## src/hw/rtl/isfp_pkg.sv

```systemverilog
// ----------------------------------------------------------------------------
// isfp_pkg
// Shared types and constants for the serial IMU frame parser.
// ----------------------------------------------------------------------------
package isfp_pkg;

  // Framing bytes
  localparam logic [7:0] START_BYTE = 8'h3A;
  localparam logic [7:0] CR_BYTE    = 8'h0D;
  localparam logic [7:0] LF_BYTE    = 8'h0A;

  // Configuration defaults
  localparam logic [7:0] MAX_LENGTH_RESET    = 8'd80;
  localparam int         MAX_PAYLOAD_DEFAULT = 128;

  // Configuration port
  localparam int CFG_ADDR_W = 3;
  localparam int CFG_DATA_W = 32;
  localparam logic REG_MAX_LENGTH = 1'b0;

  // Result kinds
  typedef enum logic {
    KIND_PAYLOAD = 1'b0,
    KIND_STATUS  = 1'b1
  } kind_t;

  // Frame end status codes
  typedef enum logic [1:0] {
    ST_OK       = 2'd0,
    ST_BAD_SUM  = 2'd1,
    ST_BAD_TAIL = 2'd2,
    ST_TOO_LONG = 2'd3
  } status_t;

  // One result item
  typedef struct packed {
    kind_t       kind;
    logic [7:0]  payload_byte;
    logic [6:0]  payload_index;
    logic [15:0] dev_id;
    logic [15:0] command;
    logic [7:0]  length;
    status_t     status;
    logic        last;
  } result_t;

endpackage

```

## src/hw/rtl/isfp_if.sv

```systemverilog
// ----------------------------------------------------------------------------
// isfp_if
// Valid/ready channels for received bytes and parser results.
// ----------------------------------------------------------------------------
interface isfp_in_if;
  logic       valid;
  logic       ready;
  logic [7:0] rx_byte;

  modport source (output valid, output rx_byte, input ready);
  modport sink   (input valid, input rx_byte, output ready);
endinterface

interface isfp_out_if;
  logic        valid;
  logic        ready;
  logic        kind;
  logic [7:0]  payload_byte;
  logic [6:0]  payload_index;
  logic [15:0] dev_id;
  logic [15:0] command;
  logic [7:0]  length;
  logic [1:0]  status;
  logic        last;

  modport source (output valid, output kind, output payload_byte, output payload_index,
                  output dev_id, output command, output length, output status,
                  output last, input ready);
  modport sink   (input valid, input kind, input payload_byte, input payload_index,
                  input dev_id, input command, input length, input status,
                  input last, output ready);
endinterface

```

## src/hw/rtl/isfp_apb_regs.sv

```systemverilog
// ----------------------------------------------------------------------------
// isfp_apb_regs
// APB-style configuration register file holding the payload length limit.
// ----------------------------------------------------------------------------
module isfp_apb_regs (
  input  logic                            clk,
  input  logic                            rst_n,
  input  logic                            psel,
  input  logic                            penable,
  input  logic                            pwrite,
  input  logic [isfp_pkg::CFG_ADDR_W-1:0] paddr,
  input  logic [isfp_pkg::CFG_DATA_W-1:0] pwdata,
  output logic [isfp_pkg::CFG_DATA_W-1:0] prdata,
  output logic                            pready,
  output logic [7:0]                      max_length
);
  import isfp_pkg::*;

  logic [7:0] max_length_r;
  logic [7:0] max_length_nxt;
  logic       reg_index;
  logic       wr_en;

  // Decode the word address
  assign reg_index = paddr[2];
  assign wr_en     = psel && penable && pwrite;
  assign pready    = 1'b1;

  // Update the limit on a completed write
  always_comb begin
    max_length_nxt = max_length_r;
    if (wr_en && (reg_index == REG_MAX_LENGTH)) begin
      max_length_nxt = pwdata[7:0];
    end
  end

  always_ff @(posedge clk) begin
    if (!rst_n) begin
      max_length_r <= MAX_LENGTH_RESET;
    end else begin
      max_length_r <= max_length_nxt;
    end
  end

  // Read back
  always_comb begin
    prdata = '0;
    if (reg_index == REG_MAX_LENGTH) begin
      prdata = {{(CFG_DATA_W-8){1'b0}}, max_length_r};
    end
  end

  assign max_length = max_length_r;

endmodule

```

## src/hw/rtl/isfp_parser.sv

```systemverilog
// ----------------------------------------------------------------------------
// isfp_parser
// Input byte register and frame state; one byte parsed per cycle while results are taken.
// ----------------------------------------------------------------------------
module isfp_parser #(
  parameter int MAX_PAYLOAD = isfp_pkg::MAX_PAYLOAD_DEFAULT
) (
  input  logic                clk,
  input  logic                rst_n,
  input  logic                in_valid,
  input  logic [7:0]          in_byte,
  output logic                in_ready,
  input  logic [7:0]          max_length,
  output logic                res_valid,
  output isfp_pkg::result_t   res,
  input  logic                res_ready
);
  import isfp_pkg::*;

  // Position counts header (1..6), payload, checksum and tail bytes
  localparam int POS_NEED = $clog2(MAX_PAYLOAD + 11);
  localparam int POS_W    = (POS_NEED > 9) ? POS_NEED : 9;

  localparam logic [POS_W-1:0] P_IDLE   = POS_W'(0);
  localparam logic [POS_W-1:0] P_ID_LO  = POS_W'(1);
  localparam logic [POS_W-1:0] P_ID_HI  = POS_W'(2);
  localparam logic [POS_W-1:0] P_CMD_LO = POS_W'(3);
  localparam logic [POS_W-1:0] P_CMD_HI = POS_W'(4);
  localparam logic [POS_W-1:0] P_LEN_LO = POS_W'(5);
  localparam logic [POS_W-1:0] P_LEN_HI = POS_W'(6);
  localparam logic [POS_W-1:0] P_DATA   = POS_W'(7);
  localparam logic [7:0]       PAY_MAX  = 8'(MAX_PAYLOAD);

  logic             inb_valid_r, inb_valid_nxt;
  logic [7:0]       inb_byte_r;
  logic [POS_W-1:0] pos_r, pos_nxt;
  logic [7:0]       len_r, len_nxt;
  logic [15:0]      id_r, id_nxt;
  logic [15:0]      cmd_r, cmd_nxt;
  logic [15:0]      sum_r, sum_nxt;
  logic [15:0]      rsum_r, rsum_nxt;
  logic             cr_r, cr_nxt;

  logic             adv;
  logic [POS_W-1:0] off;
  logic [POS_W-1:0] len_ext;
  logic [7:0]       limit;
  logic             too_long;
  logic [7:0]       b;

  // Input register: take a byte when empty or whenever the held one moves on
  assign adv      = inb_valid_r && res_ready;
  assign in_ready = !inb_valid_r || adv;
  assign b        = inb_byte_r;

  always_comb begin
    inb_valid_nxt = inb_valid_r;
    if (in_ready) begin
      inb_valid_nxt = in_valid;
    end
  end

  always_ff @(posedge clk) begin
    if (in_valid && in_ready) begin
      inb_byte_r <= in_byte;
    end
  end

  // Length check against the smaller of register and build limit
  assign limit    = (max_length < PAY_MAX) ? max_length : PAY_MAX;
  assign too_long = (b != 8'h00) || (len_r > limit);
  assign off      = pos_r - P_DATA;
  assign len_ext  = POS_W'(len_r);

  // Parse the held byte
  always_comb begin
    pos_nxt   = pos_r;
    len_nxt   = len_r;
    id_nxt    = id_r;
    cmd_nxt   = cmd_r;
    sum_nxt   = sum_r;
    rsum_nxt  = rsum_r;
    cr_nxt    = cr_r;
    res_valid = 1'b0;
    res       = '0;
    res.dev_id  = id_r;
    res.command = cmd_r;
    res.length  = len_r;

    if (adv) begin
      if (pos_r == P_IDLE) begin
        // Hunt for a start byte, drop everything else
        if (b == START_BYTE) begin
          pos_nxt  = P_ID_LO;
          len_nxt  = '0;
          id_nxt   = '0;
          cmd_nxt  = '0;
          sum_nxt  = '0;
          rsum_nxt = '0;
          cr_nxt   = 1'b0;
        end
      end else if (pos_r <= P_LEN_HI) begin
        // Header bytes
        sum_nxt = sum_r + 16'(b);
        pos_nxt = pos_r + P_ID_LO;
        case (pos_r)
          P_ID_LO:  id_nxt  = {8'h00, b};
          P_ID_HI:  id_nxt  = {b, id_r[7:0]};
          P_CMD_LO: cmd_nxt = {8'h00, b};
          P_CMD_HI: cmd_nxt = {b, cmd_r[7:0]};
          P_LEN_LO: len_nxt = b;
          P_LEN_HI: begin
            if (too_long) begin
              res_valid  = 1'b1;
              res.kind   = KIND_STATUS;
              res.length = (b != 8'h00) ? 8'hFF : len_r;
              res.status = ST_TOO_LONG;
              res.last   = 1'b1;
              pos_nxt    = P_IDLE;
            end
          end
          default: ;
        endcase
      end else if (off < len_ext) begin
        // Payload byte
        sum_nxt           = sum_r + 16'(b);
        pos_nxt           = pos_r + P_ID_LO;
        res_valid         = 1'b1;
        res.kind          = KIND_PAYLOAD;
        res.payload_byte  = b;
        res.payload_index = off[6:0];
      end else if (off == len_ext) begin
        rsum_nxt = {8'h00, b};
        pos_nxt  = pos_r + P_ID_LO;
      end else if (off == len_ext + P_ID_LO) begin
        rsum_nxt = {b, rsum_r[7:0]};
        pos_nxt  = pos_r + P_ID_LO;
      end else if (off == len_ext + P_ID_HI) begin
        cr_nxt  = (b == CR_BYTE);
        pos_nxt = pos_r + P_ID_LO;
      end else begin
        // Tail byte: report frame status, bad tail wins over bad sum
        res_valid = 1'b1;
        res.kind  = KIND_STATUS;
        res.last  = 1'b1;
        if (!cr_r || (b != LF_BYTE)) begin
          res.status = ST_BAD_TAIL;
        end else if (sum_r != rsum_r) begin
          res.status = ST_BAD_SUM;
        end else begin
          res.status = ST_OK;
        end
        pos_nxt = P_IDLE;
      end
    end
  end

  always_ff @(posedge clk) begin
    if (!rst_n) begin
      inb_valid_r <= 1'b0;
      pos_r       <= P_IDLE;
      len_r       <= '0;
      id_r        <= '0;
      cmd_r       <= '0;
      sum_r       <= '0;
      rsum_r      <= '0;
      cr_r        <= 1'b0;
    end else begin
      inb_valid_r <= inb_valid_nxt;
      pos_r       <= pos_nxt;
      len_r       <= len_nxt;
      id_r        <= id_nxt;
      cmd_r       <= cmd_nxt;
      sum_r       <= sum_nxt;
      rsum_r      <= rsum_nxt;
      cr_r        <= cr_nxt;
    end
  end

  // A frame end always sends the parser back to hunting
  a_end_to_idle: assert property (@(posedge clk) disable iff (!rst_n)
    (res_valid && res.last) |=> (pos_r == P_IDLE))
    else $error("parser did not return to idle after frame end");

  // Position stays inside the longest legal frame
  a_pos_bound: assert property (@(posedge clk) disable iff (!rst_n)
    pos_r <= POS_W'(MAX_PAYLOAD + 10))
    else $error("frame position out of range");

  // Past the header the stored length never exceeds the build limit
  a_len_bound: assert property (@(posedge clk) disable iff (!rst_n)
    (pos_r > P_LEN_HI) |-> (len_r <= PAY_MAX))
    else $error("accepted payload length above limit");

endmodule

```

## src/hw/rtl/isfp_out_skid.sv

```systemverilog
// ----------------------------------------------------------------------------
// isfp_out_skid
// Two-entry result buffer with a registered ready toward the parser.
// ----------------------------------------------------------------------------
module isfp_out_skid (
  input  logic              clk,
  input  logic              rst_n,
  input  logic              in_valid,
  input  isfp_pkg::result_t in_data,
  output logic              in_ready,
  output logic              out_valid,
  output isfp_pkg::result_t out_data,
  input  logic              out_ready
);
  import isfp_pkg::*;

  logic    main_valid_r, main_valid_nxt;
  logic    skid_valid_r, skid_valid_nxt;
  result_t main_r, main_nxt;
  result_t skid_r, skid_nxt;
  logic    push;
  logic    pop;

  assign in_ready  = !skid_valid_r;
  assign push      = in_valid && !skid_valid_r;
  assign pop       = main_valid_r && out_ready;
  assign out_valid = main_valid_r;
  assign out_data  = main_r;

  // Refill the output register from the skid entry first, then the input
  always_comb begin
    main_valid_nxt = main_valid_r;
    skid_valid_nxt = skid_valid_r;
    main_nxt       = main_r;
    skid_nxt       = skid_r;
    if (!main_valid_r || pop) begin
      if (skid_valid_r) begin
        main_nxt       = skid_r;
        main_valid_nxt = 1'b1;
        skid_valid_nxt = 1'b0;
      end else begin
        main_nxt       = in_data;
        main_valid_nxt = push;
      end
    end else if (push) begin
      skid_nxt       = in_data;
      skid_valid_nxt = 1'b1;
    end
  end

  always_ff @(posedge clk) begin
    if (!rst_n) begin
      main_valid_r <= 1'b0;
      skid_valid_r <= 1'b0;
    end else begin
      main_valid_r <= main_valid_nxt;
      skid_valid_r <= skid_valid_nxt;
    end
    main_r <= main_nxt;
    skid_r <= skid_nxt;
  end

  // The skid entry only fills behind a held output item
  a_skid_order: assert property (@(posedge clk) disable iff (!rst_n)
    skid_valid_r |-> main_valid_r)
    else $error("skid entry holds an item while output is empty");

  // A stalled push lands in the skid entry
  a_skid_fill: assert property (@(posedge clk) disable iff (!rst_n)
    (push && main_valid_r && !out_ready) |=> skid_valid_r)
    else $error("item lost on output stall");

endmodule

```

## src/hw/rtl/imu_serial_frame_parser_top.sv

```systemverilog
// ----------------------------------------------------------------------------
// imu_serial_frame_parser_top
// Frames serial IMU packets one byte per item and reports payload and status.
// ----------------------------------------------------------------------------
// Path: a taken byte is held in the input register and parsed from there; its
//   result loads the output register, or the skid entry if the output stalls.
// Throughput: one byte per cycle, set by the frame state update, unless skid is full.
// Reset (rst_n low, synchronous): max_length returns to 80, the parser hunts
//   for a start byte and both buffers are empty.
// ----------------------------------------------------------------------------
module imu_serial_frame_parser_top #(
  parameter int MAX_PAYLOAD = isfp_pkg::MAX_PAYLOAD_DEFAULT
) (
  input  logic                            clk,
  input  logic                            rst_n,
  isfp_in_if.sink                         in_if,
  isfp_out_if.source                      out_if,
  input  logic                            cfg_psel,
  input  logic                            cfg_penable,
  input  logic                            cfg_pwrite,
  input  logic [isfp_pkg::CFG_ADDR_W-1:0] cfg_paddr,
  input  logic [isfp_pkg::CFG_DATA_W-1:0] cfg_pwdata,
  output logic [isfp_pkg::CFG_DATA_W-1:0] cfg_prdata,
  output logic                            cfg_pready
);
  import isfp_pkg::*;

  logic    [7:0] max_length;
  logic          res_valid;
  logic          res_ready;
  result_t       res;
  result_t       out_res;

  // Configuration registers
  isfp_apb_regs u_regs (
    .clk        (clk),
    .rst_n      (rst_n),
    .psel       (cfg_psel),
    .penable    (cfg_penable),
    .pwrite     (cfg_pwrite),
    .paddr      (cfg_paddr),
    .pwdata     (cfg_pwdata),
    .prdata     (cfg_prdata),
    .pready     (cfg_pready),
    .max_length (max_length)
  );

  // Frame parser
  isfp_parser #(
    .MAX_PAYLOAD (MAX_PAYLOAD)
  ) u_parser (
    .clk        (clk),
    .rst_n      (rst_n),
    .in_valid   (in_if.valid),
    .in_byte    (in_if.rx_byte),
    .in_ready   (in_if.ready),
    .max_length (max_length),
    .res_valid  (res_valid),
    .res        (res),
    .res_ready  (res_ready)
  );

  // Output buffer
  isfp_out_skid u_out (
    .clk       (clk),
    .rst_n     (rst_n),
    .in_valid  (res_valid),
    .in_data   (res),
    .in_ready  (res_ready),
    .out_valid (out_if.valid),
    .out_data  (out_res),
    .out_ready (out_if.ready)
  );

  // Unpack the result item onto the channel
  assign out_if.kind          = out_res.kind;
  assign out_if.payload_byte  = out_res.payload_byte;
  assign out_if.payload_index = out_res.payload_index;
  assign out_if.dev_id        = out_res.dev_id;
  assign out_if.command       = out_res.command;
  assign out_if.length        = out_res.length;
  assign out_if.status        = out_res.status;
  assign out_if.last          = out_res.last;

endmodule
```

## src/flat_wrapper.sv

```systemverilog
// flat-port wrapper written by rule: the top's interface ports become plain ports
module imu_serial_frame_parser_top_flat import isfp_pkg::*;
#(
  parameter int MAX_PAYLOAD = isfp_pkg::MAX_PAYLOAD_DEFAULT
)
  (clk, rst_n, cfg_psel, cfg_penable, cfg_pwrite, cfg_paddr, cfg_pwdata, cfg_prdata, cfg_pready, in_if_valid, in_if_rx_byte, in_if_ready, out_if_valid, out_if_kind, out_if_payload_byte, out_if_payload_index, out_if_dev_id, out_if_command, out_if_length, out_if_status, out_if_last, out_if_ready);
  isfp_in_if in_if_i ();
  isfp_out_if out_if_i ();
  input  logic clk;
  input  logic rst_n;
  input  logic cfg_psel;
  input  logic cfg_penable;
  input  logic cfg_pwrite;
  input  logic [isfp_pkg::CFG_ADDR_W-1:0] cfg_paddr;
  input  logic [isfp_pkg::CFG_DATA_W-1:0] cfg_pwdata;
  output logic [isfp_pkg::CFG_DATA_W-1:0] cfg_prdata;
  output logic cfg_pready;
  input wire logic [$bits(in_if_i.valid)-1:0] in_if_valid;
  input wire logic [$bits(in_if_i.rx_byte)-1:0] in_if_rx_byte;
  output wire logic [$bits(in_if_i.ready)-1:0] in_if_ready;
  output wire logic [$bits(out_if_i.valid)-1:0] out_if_valid;
  output wire logic [$bits(out_if_i.kind)-1:0] out_if_kind;
  output wire logic [$bits(out_if_i.payload_byte)-1:0] out_if_payload_byte;
  output wire logic [$bits(out_if_i.payload_index)-1:0] out_if_payload_index;
  output wire logic [$bits(out_if_i.dev_id)-1:0] out_if_dev_id;
  output wire logic [$bits(out_if_i.command)-1:0] out_if_command;
  output wire logic [$bits(out_if_i.length)-1:0] out_if_length;
  output wire logic [$bits(out_if_i.status)-1:0] out_if_status;
  output wire logic [$bits(out_if_i.last)-1:0] out_if_last;
  input wire logic [$bits(out_if_i.ready)-1:0] out_if_ready;
  assign in_if_i.valid = in_if_valid;
  assign in_if_i.rx_byte = in_if_rx_byte;
  assign in_if_ready = in_if_i.ready;
  assign out_if_valid = out_if_i.valid;
  assign out_if_kind = out_if_i.kind;
  assign out_if_payload_byte = out_if_i.payload_byte;
  assign out_if_payload_index = out_if_i.payload_index;
  assign out_if_dev_id = out_if_i.dev_id;
  assign out_if_command = out_if_i.command;
  assign out_if_length = out_if_i.length;
  assign out_if_status = out_if_i.status;
  assign out_if_last = out_if_i.last;
  assign out_if_i.ready = out_if_ready;
  imu_serial_frame_parser_top #(.MAX_PAYLOAD(MAX_PAYLOAD)) u_core (.clk(clk), .rst_n(rst_n), .in_if(in_if_i), .out_if(out_if_i), .cfg_psel(cfg_psel), .cfg_penable(cfg_penable), .cfg_pwrite(cfg_pwrite), .cfg_paddr(cfg_paddr), .cfg_pwdata(cfg_pwdata), .cfg_prdata(cfg_prdata), .cfg_pready(cfg_pready));
endmodule
```

## config.mk

```make
export PLATFORM = sky130hd
export DESIGN_NAME = imu_serial_frame_parser_top_flat
export DESIGN_NICKNAME = d
export VERILOG_FILES = /design/src/hw/rtl/isfp_pkg.sv /design/src/hw/rtl/isfp_if.sv /design/src/hw/rtl/isfp_apb_regs.sv /design/src/hw/rtl/isfp_parser.sv /design/src/hw/rtl/isfp_out_skid.sv /design/src/hw/rtl/imu_serial_frame_parser_top.sv /design/src/flat_wrapper.sv
export SDC_FILE = /design/constraint.sdc
export NUM_CORES = 1
export LEC_CHECK = 0
export ABC_CLOCK_PERIOD_IN_PS = 5700
export BUFFER_PORTS_ARGS = -buffer_cell sky130_fd_sc_hd__buf_2
export CAP_MARGIN = 20
export CORE_MARGIN = 2
export CORE_UTILIZATION = 58
export CTS_BUF_LIST = sky130_fd_sc_hd__clkbuf_8 sky130_fd_sc_hd__clkbuf_16
export DETAILED_ROUTE_END_ITERATION = 7
export GPL_TIMING_DRIVEN = 0
export PLACE_DENSITY = 0.8
export SETUP_SLACK_MARGIN = 0.2
export SLEW_MARGIN = 40
export SYNTH_ARGS = -nofsm -noshare
export SYNTH_HDL_FRONTEND = slang
export SYNTH_SLANG_ARGS = --single-unit
```

## constraint.sdc

```tcl
create_clock -name clk -period 5.7 [get_ports clk]
set_input_delay 0.57 -clock clk [delete_from_list [all_inputs] [get_ports clk]]
set_output_delay 0.57 -clock clk [all_outputs]
set_load 0.005 [all_outputs]
```

# After elaboration in Yosys (flattened, before gate mapping)

Cells that the tools add are included.

Bitwise operators: 3
Equality and inequality tests: 20
Add/subtract/negate cells: 5
Mux-type cells: 67
$lt $le $gt $ge: 4
Reduce and logical (&&, ||, !) cells: 39

Operators by type and width:

| operator              | count |
|---|---|
| $mux W16              | 15 |
| $mux W9               | 9 |
| $mux W8               | 8 |
| $pmux W16 S2          | 2 |
| $mux W59              | 1 |
| $mux W11              | 4 |
| $mux W15              | 2 |
| $eq A9 B3 Y1 const B  | 3 |
| $mux W1               | 20 |
| $reduce_and A5 Y1     | 4 |
| $eq A9 B2 Y1 const B  | 2 |
| $eq A9 B9 Y1          | 2 |
| $add A16 B8 Y16       | 1 |
| $ne A16 B16 Y1        | 1 |
| $mux W3               | 5 |
| $ne A2 B2 Y1 const B  | 6 |
| $reduce_and A4 Y1     | 3 |
| $reduce_bool A2 Y1    | 6 |
| $reduce_bool A3 Y1    | 4 |
| $add A8 B1 Y9 const B | 1 |
| $add A8 B2 Y9 const B | 1 |
| $add A9 B1 Y9 const B | 1 |
| $eq A9 B1 Y1 const B  | 1 |
| $eq A9 B8 Y1          | 1 |
| 20 further kinds      | 35 |

Output and inout port bits: 94
Bits in registers: 219
Word-level logic and storage cells: 169
Bits of input ports: 50

# Depth between registers and ports, before layout

Gate-level depths: netlist (run 1).

Word-level depth: 11
Gate-level depth with buffers: 13
Depth with buffers taken out: 12

# By module

From an unflattened synthesis (run 1), not the netlist that was laid out.

Cell total of the unflattened synthesis: 903
Area, all modules: 10882.9 um^2

Modules (own cells, without submodules):

| module        | area an instance (um^2) | cells each | seq. area each (um^2) | instances |
|---|---|---|---|---|
| isfp_parser   | 5645.4                  | 641        | 1901.8                | 1 |
| isfp_out_skid | 4636.9                  | 192        | 3583.4                | 1 |
| isfp_apb_regs | 600.6                   | 70         | 160.2                 | 1 |

# Least setup slack after synthesis (run 1)

Ideal clock, no wire load.

Path kind: register to register
From: register u_core.u_parser.pos_r[0]
To: register u_core.u_out.skid_r[10] (netlist bit) (enable)
Arrival: 4.234 ns
Data required time: 5.278 ns
Library setup time: 0.422 ns
Setup slack: 1.044 ns
Path buffers: 0
Stages on the path, launching flop included: 12
Path through: dfxtp_1 -> ha_1 -> a2111oi_2 -> xnor2_1 -> inv_1 -> ha_1 -> a211oi_1 -> o221ai_1 -> a311o_2 -> nand2_1 -> o21a_1 -> and2_1

Longest elaborated chain between the ends: 11
Elaborated cells on any way between the ends: 18
Classes of those cells: add/sub: 1; order compare: 2; eq/ne: 4; mux: 8; reduce/logical: 3

RTL lines:

| what                          | line                | RTL |
|---|---|---|
| start: declaration            | isfp_parser.sv:36   | `logic [POS_W-1:0] pos_r, pos_nxt;` |
| start signal: assignment      | isfp_parser.sv:170  | `pos_r <= pos_nxt;` |
| $sub A9 B3 Y9                 | isfp_parser.sv:72   | `assign off = pos_r - P_DATA;` |
| $eq A9 B9 Y1                  | isfp_parser.sv:138  | `end else if (off == len_ext + P_ID_HI) begin` |
| $mux W1                       | isfp_parser.sv:138  |  |
| $mux W1                       | isfp_parser.sv:135  | `end else if (off == len_ext + P_ID_LO) begin` |
| $mux W1                       | isfp_parser.sv:132  | `end else if (off == len_ext) begin` |
| $mux W1                       | isfp_parser.sv:124  | `end else if (off < len_ext) begin` |
| $mux W1                       | isfp_parser.sv:102  | `end else if (pos_r <= P_LEN_HI) begin` |
| $mux W1 *                     | isfp_parser.sv:91   | `if (pos_r == P_IDLE) begin` |
| $mux W1 *                     | isfp_parser.sv:90   | `if (adv) begin` |
| $logic_and A1 B1 Y1 *         | isfp_out_skid.sv:25 | `assign push = in_valid && !skid_valid_r;` |
| $reduce_and A2 Y1 (no line) * | --                  |  |
| end signal: assignment        | isfp_out_skid.sv:60 | `skid_r <= skid_nxt;` |
| end: declaration              | isfp_out_skid.sv:20 | `result_t skid_r, skid_nxt;` |

Mark *: on every way between the ends. The rest lies on a longest branch, timed or not.
A chain may end at the register's enable or synchronous reset.

# Final worst setup path (run 1)

From: register u_core.u_parser.pos_r[0]
To: register u_core.u_out.skid_r[45] (netlist bit) (enable)

The elaborated chain is that of the path after synthesis.

==> results, run 1 <==
- The run finished with clean final reports.
- The die is 138.2 um tall.
- The first routing iteration left 574 violations.
- The number of placed instances, taps included, is 1,281.
- The synthesized design spends more area on one cell type than any other, namely sky130_fd_sc_hd__edfxtp_1.
- The most common cell in the synthesized netlist is sky130_fd_sc_hd__edfxtp_1.
- TritonCTS built the clock tree.
- The power per cell area is 263.6 nW/um^2.
- After clock tree synthesis, the repair step resized 0 gates.
- The total number of nets in the final design is 1,158.
- The routed wire length is 23.32 mm.
- The worst pin sits at a relative slew slack of 0.4161.
- The die covers 19,090 um^2.
- After layout, the design draws a total of 3179 uW.
- The worst reg2reg path endpoint is u_core.u_out.skid_r[45]$_DFFE_PP_.
- The final-layout worst hold slack is 0.2300 ns.
- Setup violations remaining at the end of the flow were counted as 0.
- The residual DRC count is 0.
- The slowest library cell on the worst path is sky130_fd_sc_hd__a311o_2.
- The endpoint type of the worst setup path is a register.
- Derived from the worst setup path, the maximum achievable clock frequency is 230.0 MHz.
- The count of unique library cells instantiated by Yosys is 74.
- The number of antenna repair diodes is 0.
- Along the worst hold path, the cell count comes to 1.
- The clock latency at the later pin of the worst-skew pair is 0.51 ns.
- The first-pass GRT wire length is 37.52 mm.
- The post-route cell area is 12,060 um^2.
- The buffer depth of the longest clock path is 3.
- The CTS H-tree depth is 1.
- After synthesis, the mean cell area works out to 11.16 um^2.
- In the routed layout, each cell is associated on average with a via count of 5.667.
- The min-delay analysis places its worst path in the category in -> reg.
- The number of global-route vias before repair is 7,301.
- Clock tree synthesis inserted a total of 22 buffers.
- Buffers placed on the I/O ports in this run total 92.
- The sequential area share after synthesis is 0.5351.
- The combined global-route utilization of all metal layers is 0.2386.
- Summing every instance area after synthesis gives 10,440 um^2.
- Along the worst path, the maximum fanout reaches 40.
- The number of placed I/O pins is 144.
- The clock skew after layout is 0.02881 ns.
- The startpoint identified for the worst hold timing path is in_if_rx_byte[7].
- Setup repair after global routing left no endpoint under its margin.
- Of all flip-flops after synthesis, the portion carrying an async set or reset was 0.
- Counting flops with a built-in enable in the synthesized netlist gives 124.
- The initial core utilization is 0.5871.
- The number of antenna-violating nets in the routed design is 0.
- The critical path goes through ha_1, a2111oi_2, xnor2_1, inv_1, ha_1, a211oi_1, o221ai_1, a311o_2, nand2_1, o21a_1, and2_4, buf_12.
- After global routing the overflow that remains totals 0.
- The share of synthesized area in the top cell type comes to 0.3567.
- The final-layout setup total negative slack is 0 ns.
- Clock tree synthesis found a total of 217 sinks.
- The total stage count of the critical path is 12.
- The period utilization is 0.7627.
- The arrival time at the worst endpoint is 4.53 ns.
- The clock transition at the register clock pins on the worst setup and hold paths after CTS is 0.06 ns.
- The actual transition at the worst max-transition pin is 0.8692 ns.
- The tool flagged a number of max-cap violations equal to 0.
- The number of failing hold endpoints at the final stage is 0.
- The time the final worst path needs with I/O delays and setup is 4.347 ns.
- The fraction of layout cells with a size suffix above 1 is 0.2097.
- Once detailed placement completed, the half-perimeter wirelength came to 16.86 mm.
- For hold timing, the worst endpoint is u_core.u_parser.b[7]$_DFFE_PP_.
- The number of hold buffers added after CTS was 0.
- The critical path's most frequent cell is sky130_fd_sc_hd__ha_1.
- Sorting the synthesized cells by area gives the leading types as sky130_fd_sc_hd__edfxtp_1 (36%), sky130_fd_sc_hd__dfxtp_1 (18%), sky130_fd_sc_hd__mux2_2 (4.4%), sky130_fd_sc_hd__ha_1 (3.7%), sky130_fd_sc_hd__nor2b_1 (3.2%).
- The commonest cells after synthesis are sky130_fd_sc_hd__edfxtp_1 (124), sky130_fd_sc_hd__dfxtp_1 (93), sky130_fd_sc_hd__nand2_1 (89), sky130_fd_sc_hd__nor2b_1 (54).
- The peak per-stage delay on the critical path is 0.48 ns.
- The largest voltage drop on the vdd net is 0.2400 mV.
- The most used flip-flop cell after synthesis is sky130_fd_sc_hd__edfxtp_1.
- The buffering stage count on the worst path with inverters included is 2.
- The worst setup path is launched from a register.
- The data required time of the worst path is 5.88 ns.
- For the worst flop-to-flop path, the logic depth is 12.
- The total of flip-flops plus latches after synthesis is 217.
- The layout overhead on the synthesized area is 15.55%.
- Summed over all cells, the static leakage comes to 0.005069 uW.
- The routability congestion estimate from global placement is 0.9211.
- The placed instances occupy a cell area of 11,320 um^2.
- The first TritonRoute pass finished after 6 iterations.
- The number of standard cells in the layout, taps in and fillers out is 1,321.
- After floorplanning, the core was sized to cover 17,780 um^2.
- The setup path with the least slack is of type reg -> reg.
- The number of cell rows is 49.
- The number of warnings issued by yosys is 0.
- After clock tree synthesis, the setup repair step added 0 buffers.
- The startpoint identified for the worst register-to-register timing path is u_core.u_parser.pos_r[0]$_SDFFE_PN0P_.
- For flop-to-flop paths, the worst setup slack is 1.35 ns.
- The horizontal extent of the die is 138.2 um.
- The number of antenna violations at the first check in global routing was 0.
- The synthesized instance count is 935.
- The root buffer selected by CTS is sky130_fd_sc_hd__clkbuf_16.
- Dividing the detail-routed wire length by the instance count gives 17.65 um.
- For this block, the via count after detailed routing is 7,486.
- The cell type group with the largest total delay on the critical path is compound AO/OA/AOI/OAI gates.
- The count of final max-slew check failures is 0.
- The largest net degree at the start of global routing is 41.
layout by cell type (no fill, tap or decap), types with 29 or more instances in the layout:
cell type	instances
sky130_fd_sc_hd__nand2_1	89
sky130_fd_sc_hd__xnor2_1	38
sky130_fd_sc_hd__edfxtp_1	124
sky130_fd_sc_hd__buf_2	98
sky130_fd_sc_hd__and2_1	31
sky130_fd_sc_hd__nor2_1	29
sky130_fd_sc_hd__clkbuf_1	33
sky130_fd_sc_hd__ha_1	31
sky130_fd_sc_hd__a21oi_1	33
sky130_fd_sc_hd__nor2b_1	54
sky130_fd_sc_hd__mux2_2	41
sky130_fd_sc_hd__nand3_1	41
sky130_fd_sc_hd__dfxtp_1	93
registers in the layout (all words and copies together) (netlist names):
signal / count
u_core.u_out.out_data: 58
u_core.u_out.out_valid: 1
u_core.u_parser.sum_r: 16
u_core.u_parser.inb_valid_r: 1
u_core.u_out.skid_r: 58
u_core.u_parser.b: 8
u_core.u_parser.rsum_r: 16
u_core.u_parser.cr_r: 1
u_core.u_parser.cmd_r: 16
u_core.u_regs.max_length: 8
u_core.u_parser.id_r: 16
u_core.u_parser.pos_r: 9
u_core.u_parser.len_r: 8
u_core.u_out.skid_valid_r: 1
worst max path at each step:
| stage | startpoint | endpoint | slack, ns |
|---|---|---|---|
| floorplan | u_core.u_parser.pos_r[0]$_SDFFE_PN0P_ | u_core.u_out.skid_r[10]$_DFFE_PP_ | 1.04 |
| global placement | u_core.u_parser.pos_r[0]$_SDFFE_PN0P_ | u_core.u_out.skid_r[44]$_DFFE_PP_ | 0.007 |
| detailed placement | u_core.u_parser.pos_r[0]$_SDFFE_PN0P_ | u_core.u_out.skid_r[45]$_DFFE_PP_ | 1.44 |
| CTS | u_core.u_parser.pos_r[0]$_SDFFE_PN0P_ | u_core.u_out.skid_r[44]$_DFFE_PP_ | 1.40 |
| global route | u_core.u_parser.pos_r[0]$_SDFFE_PN0P_ | u_core.u_parser.pos_r[8]$_SDFFE_PN0P_ | 1.15 |
| finish | u_core.u_parser.pos_r[0]$_SDFFE_PN0P_ | u_core.u_out.skid_r[45]$_DFFE_PP_ | 1.35 |
stage by stage:
stage	setup WS, ns	util
floorplan	1.044	-
global placement	0.006780	0.6339
detailed placement	1.436	0.6367
CTS	1.404	0.6783
global route	1.150	0.6783
finish	1.353	0.6783
worst register-to-register path, stage by stage, from the launching register on:
cell and delay (ns):
sky130_fd_sc_hd__dfxtp_1 0.43, sky130_fd_sc_hd__ha_1 0.31, sky130_fd_sc_hd__a2111oi_2 0.39, sky130_fd_sc_hd__xnor2_1 0.32, sky130_fd_sc_hd__inv_1 0.20, sky130_fd_sc_hd__ha_1 0.36
sky130_fd_sc_hd__a211oi_1 0.25, sky130_fd_sc_hd__o221ai_1 0.17, sky130_fd_sc_hd__a311o_2 0.48, sky130_fd_sc_hd__nand2_1 0.22, sky130_fd_sc_hd__o21a_1 0.22, sky130_fd_sc_hd__and2_4 0.37
sky130_fd_sc_hd__buf_12 0.28
power by group:
group / switching (uW) / internal (uW) / leakage [uW]
registers: 11.3 / 1640 / 0.00209
logic: 37.0 / 34.4 / 0.00260
clock network: 586 / 867 / 0.000380
total: 634 / 2540 / 0.00507
metal layers:
| layer | global-route usage | part of all wire | up-vias |
|---|---|---|---|
| met5 | 0 | 0 | - |
| met4 | 0.05961 | 0.019 | 0 |
| met3 | 0.03360 | 0.063 | 32 |
| met2 | 0.4109 | 0.49 | 272 |
| met1 | 0.3212 | 0.43 | 3592 |
| li1 | - | - | 3590 |
logic make-up after synthesis:
kind of cell,share of synthesized area
DFF,0.5351
xor gates and xnor gates,0.05023
buffers and inverters,0.04351
other,0.0007195
muxes,0.05478
and+or+nand+nor,0.1708
AOI/OAI and AO/OA,0.1057
adders and majority gates,0.03908
layout make-up:
type / instances / area, um^2
fill: 1307 / 5719
sequential: 217 / 5585
clock buffer: 24 / 578.1
timing repair buffer: 94 / 500.5
tap: 229 / 286.5
multi-input combinational: 650 / 4492
inverter: 24 / 92.59
buffer: 67 / 364.1
clock inverter: 16 / 161.4
Note: power is estimated with default switching activity, not from simulation.
==> inputs of run 2 (changes only) <==
ABC_CLOCK_PERIOD_IN_PS = 4500   (was 5700)
clock period = 4.5 ns   (was 5.7 ns; I/O delays follow)
==> run 2 against run 1 <==
- fmax increased by 6.0%
- clock power up 29%
- clock-buffer cell count up 4
- first-iteration DRC count rose by 27%
- global-route usage grew 0.18 points
- total power is 28% higher
- design area rose by 0.55%
- cell count up 0.30%
- via count is 0.92% higher
- critical endpoint is now u_core.u_out.skid_r[27]$_DFFE_PP_
- largest power group unchanged
- highest routed layer unchanged
==> results, run 2 (same netlist as run 1, synthesis figures left out) <==
- The routability congestion estimate from global placement is 0.9258.
- The area enclosed by the die boundary is 19,090 um^2.
- The critical path's most frequent cell is sky130_fd_sc_hd__ha_1.
- The count of final max-slew check failures came to 0.
- Summed over all layers, the global routing overflow is 0.
- The relative contribution of the clock network to total power is 0.461.
- The fraction of power spent switching nets is 0.1986.
- The clock net in this run drives a total of 217 sinks.
- The endpoint type of the worst setup path is a register.
- The largest net degree at the start of global routing is 32.
- In this run the core area contains 49 standard-cell rows.
- The kind of path behind the tightest hold check is in -> reg.
- The number of antenna-violating nets in the routed design is 0.
- The critical path goes through ha_1, a2111oi_2, xnor2_1, inv_1, ha_1, a211oi_1, o221ai_1, a311o_2, nand2_1, o21a_2, and2_4.
- Using the TritonRoute via totals, the vias-per-cell ratio works out to 5.702.
- The first-pass GRT wire length is 37.69 mm.
- The clock latency at the later pin of the worst-skew pair is 0.51 ns.
- The critical path launch point type is a register.
- From left edge to right edge, the die measures 138.2 um.
- The sum of net half-perimeters after detailed placement is 16.56 mm.
- The floorplan core area is 17,780 um^2.
- Along the worst path, the maximum fanout reaches 14.
- At the end of the flow, the number of nets in the layout was 1,162.
- The slowest library cell on the worst path is sky130_fd_sc_hd__a311o_2.
- The actual transition at the worst max-transition pin is 0.9058 ns.
- On the worst path, the slowest cell contributes a delay of 0.50 ns.
- The routed design has 23.86 mm of wire.
- The average wire per cell in the routed design is 18.01 um.
- In this run the static leakage power is 0.005101 uW.
- In this run the count of I/O pins placed on the die edge is 144.
- Data on the critical path arrives at its endpoint at 4.29 ns.
- The max capacitance violation total is 0.
- The number of antenna repair diodes is 0.
- The clock transition at the register clock pins on the worst setup and hold paths after CTS is 0.06 ns.
- For this run, the top clock speed supported by timing is 243.8 MHz.
- The initial core utilization is 0.5871.
- The switching power of the nets is 806.3 uW.
- The clock skew after layout is 0.01648 ns.
- The number of CTS-inserted buffers is 22.
- The fraction of layout cells with a size suffix above 1 is 0.2208.
- Compared with the post-synthesis result, the final layout area differs by 16.18%.
- Hold repair after CTS inserted 0 buffers.
- The relative contribution of sequential cells to total power is 0.516.
- For the worst setup path, the data required time is 4.68 ns.
- For this design the ratio of total power to cell area is 334.8 nW/um^2.
- Hold is met by 0.1150 ns.
- The design internal power is 3254 uW.
- The root buffer selected by CTS is sky130_fd_sc_hd__clkbuf_16.
- Setup violations remaining at the end of the flow were counted as 0.
- The combined global-route utilization of all metal layers is 0.2404.
- The number of failing hold endpoints at the final stage came to 0.
- The number of global-route vias before repair came to 7,196.
- Setup repair after global routing left no endpoint under its margin.
- In the layout the commonest cells are sky130_fd_sc_hd__edfxtp_1 (124), sky130_fd_sc_hd__buf_2 (98), sky130_fd_sc_hd__dfxtp_1 (93).
- For this run, the detailed router's first-pass iteration total came to 5.
- By startpoint and endpoint, the worst setup path is classified as reg -> reg.
- For this run, design rule violations remaining after detail routing come to 0.
- TritonCTS built the clock tree.
- The total number of vias is 7,555.
- The number of input and output port buffers inserted is 92.
- The number of standard cells in the layout, taps in and fillers out is 1,325.
- The buffer depth of the longest clock path is 3.
- The time the final worst path needs with I/O delays and setup is 4.101 ns.
- The number of placed instances with taps included is 1,280.
- The largest voltage drop on the vdd net is 0.2583 mV.
- The leading cell type in the layout, fill and taps excluded is sky130_fd_sc_hd__edfxtp_1.
- The number of antenna violations at the first check in global routing came to 0.
- The flow ran to the end, and the final reports show no timing, DRC or antenna violations.
- The first routing iteration left 731 violations.
- The combinational power share is 0.022.
- The die is 138.2 um tall.
- The hold-critical path depth is 1.
- CTS built an H-tree with a depth of 1.
- The length in cells of the worst reg-to-reg path is 11.
- The multi-input logic area is 4543 um^2.
- The sequential cell area is 5585 um^2.
- The period utilization is 0.9114.
- Headroom to the max-slew limit came out at 0.3915.
- The layout has 1,330 filler cells.
==> run 2: what timing repair did <==
action / 4_1_cts / 5_1_grt
pin swaps: 0 / 1
setup endpoints to repair: 58 / 85
setup buffers: 0 / 1
gates cloned: 1 / 3
resized for setup: 1 / 7
==> run 2: final cells by class <==
cell class                      count  share of cell area
Clock inverter                     12             0.01001
Tap cell                          229             0.02363
Multi-Input combinational cell    654              0.3746
Inverter                           24            0.007635
Clock buffer                       28             0.05314
Sequential cell                   217              0.4606
Timing Repair Buffer               94             0.04024
Buffer                             67             0.03013
==> run 2: metrics by stage <==
stage	TNS (ns)	total power, uW	util	setup WS (ns)	cell area (um^2)
floorplan	0	2193	-	0.4702	10530
finish	0	4060	0.6821	0.3989	12130
global route	0	4160	0.6821	0.2319	12130
CTS	0	4073	0.6792	0.2205	12080
detailed placement	0	2228	0.6356	0.1286	11300
global placement	-15.86	2226	0.6340	-0.2765	11270
==> run 2: worst max-delay path, delay by kind of cell (launching register included) <==
family          cells  cell delay, ns
compound gates      5            1.60
buf+inv             1            0.19
xor+xnor            1            0.32
fa+ha+maj           2            0.69
simple gates        2            0.55
flops               1            0.43
==> run 2: per-layer routing <==
metal | global-route usage | vias to the layer above | routed length (um)
met1 | 0.3378 | 3616 | 10470
li1 | - | 3591 | -
met4 | 0.07680 | 0 | 701
met3 | 0.03187 | 53 | 1560
met5 | 0 | - | 0
met2 | 0.3913 | 295 | 11130
==> run 2: worst paths after layout <==
path / startpoint / slack (ns) / endpoint
setup / recovery: u_core.u_parser.pos_r[0]$_SDFFE_PN0P_ / 0.40 / u_core.u_out.skid_r[27]$_DFFE_PP_
hold reg to reg: u_core.u_parser.cmd_r[12]$_SDFFE_PN0P_ / 0.46 / u_core.u_out.skid_r[23]$_DFFE_PP_
setup reg to reg: u_core.u_parser.pos_r[0]$_SDFFE_PN0P_ / 0.40 / u_core.u_out.skid_r[27]$_DFFE_PP_
hold / removal: in_if_rx_byte[4] / 0.12 / u_core.u_parser.b[4]$_DFFE_PP_
==> run 2: power groups by stage <==
stage,sequential (uW),clock (uW),combinational (uW)
final,2100,1870,91.3
after global routing,2100,1960,99.8
after CTS,2100,1890,89.6
after detailed placement,2140,0,89.0
after global placement,2140,0,87.3
after floorplan,2130,0,61.5
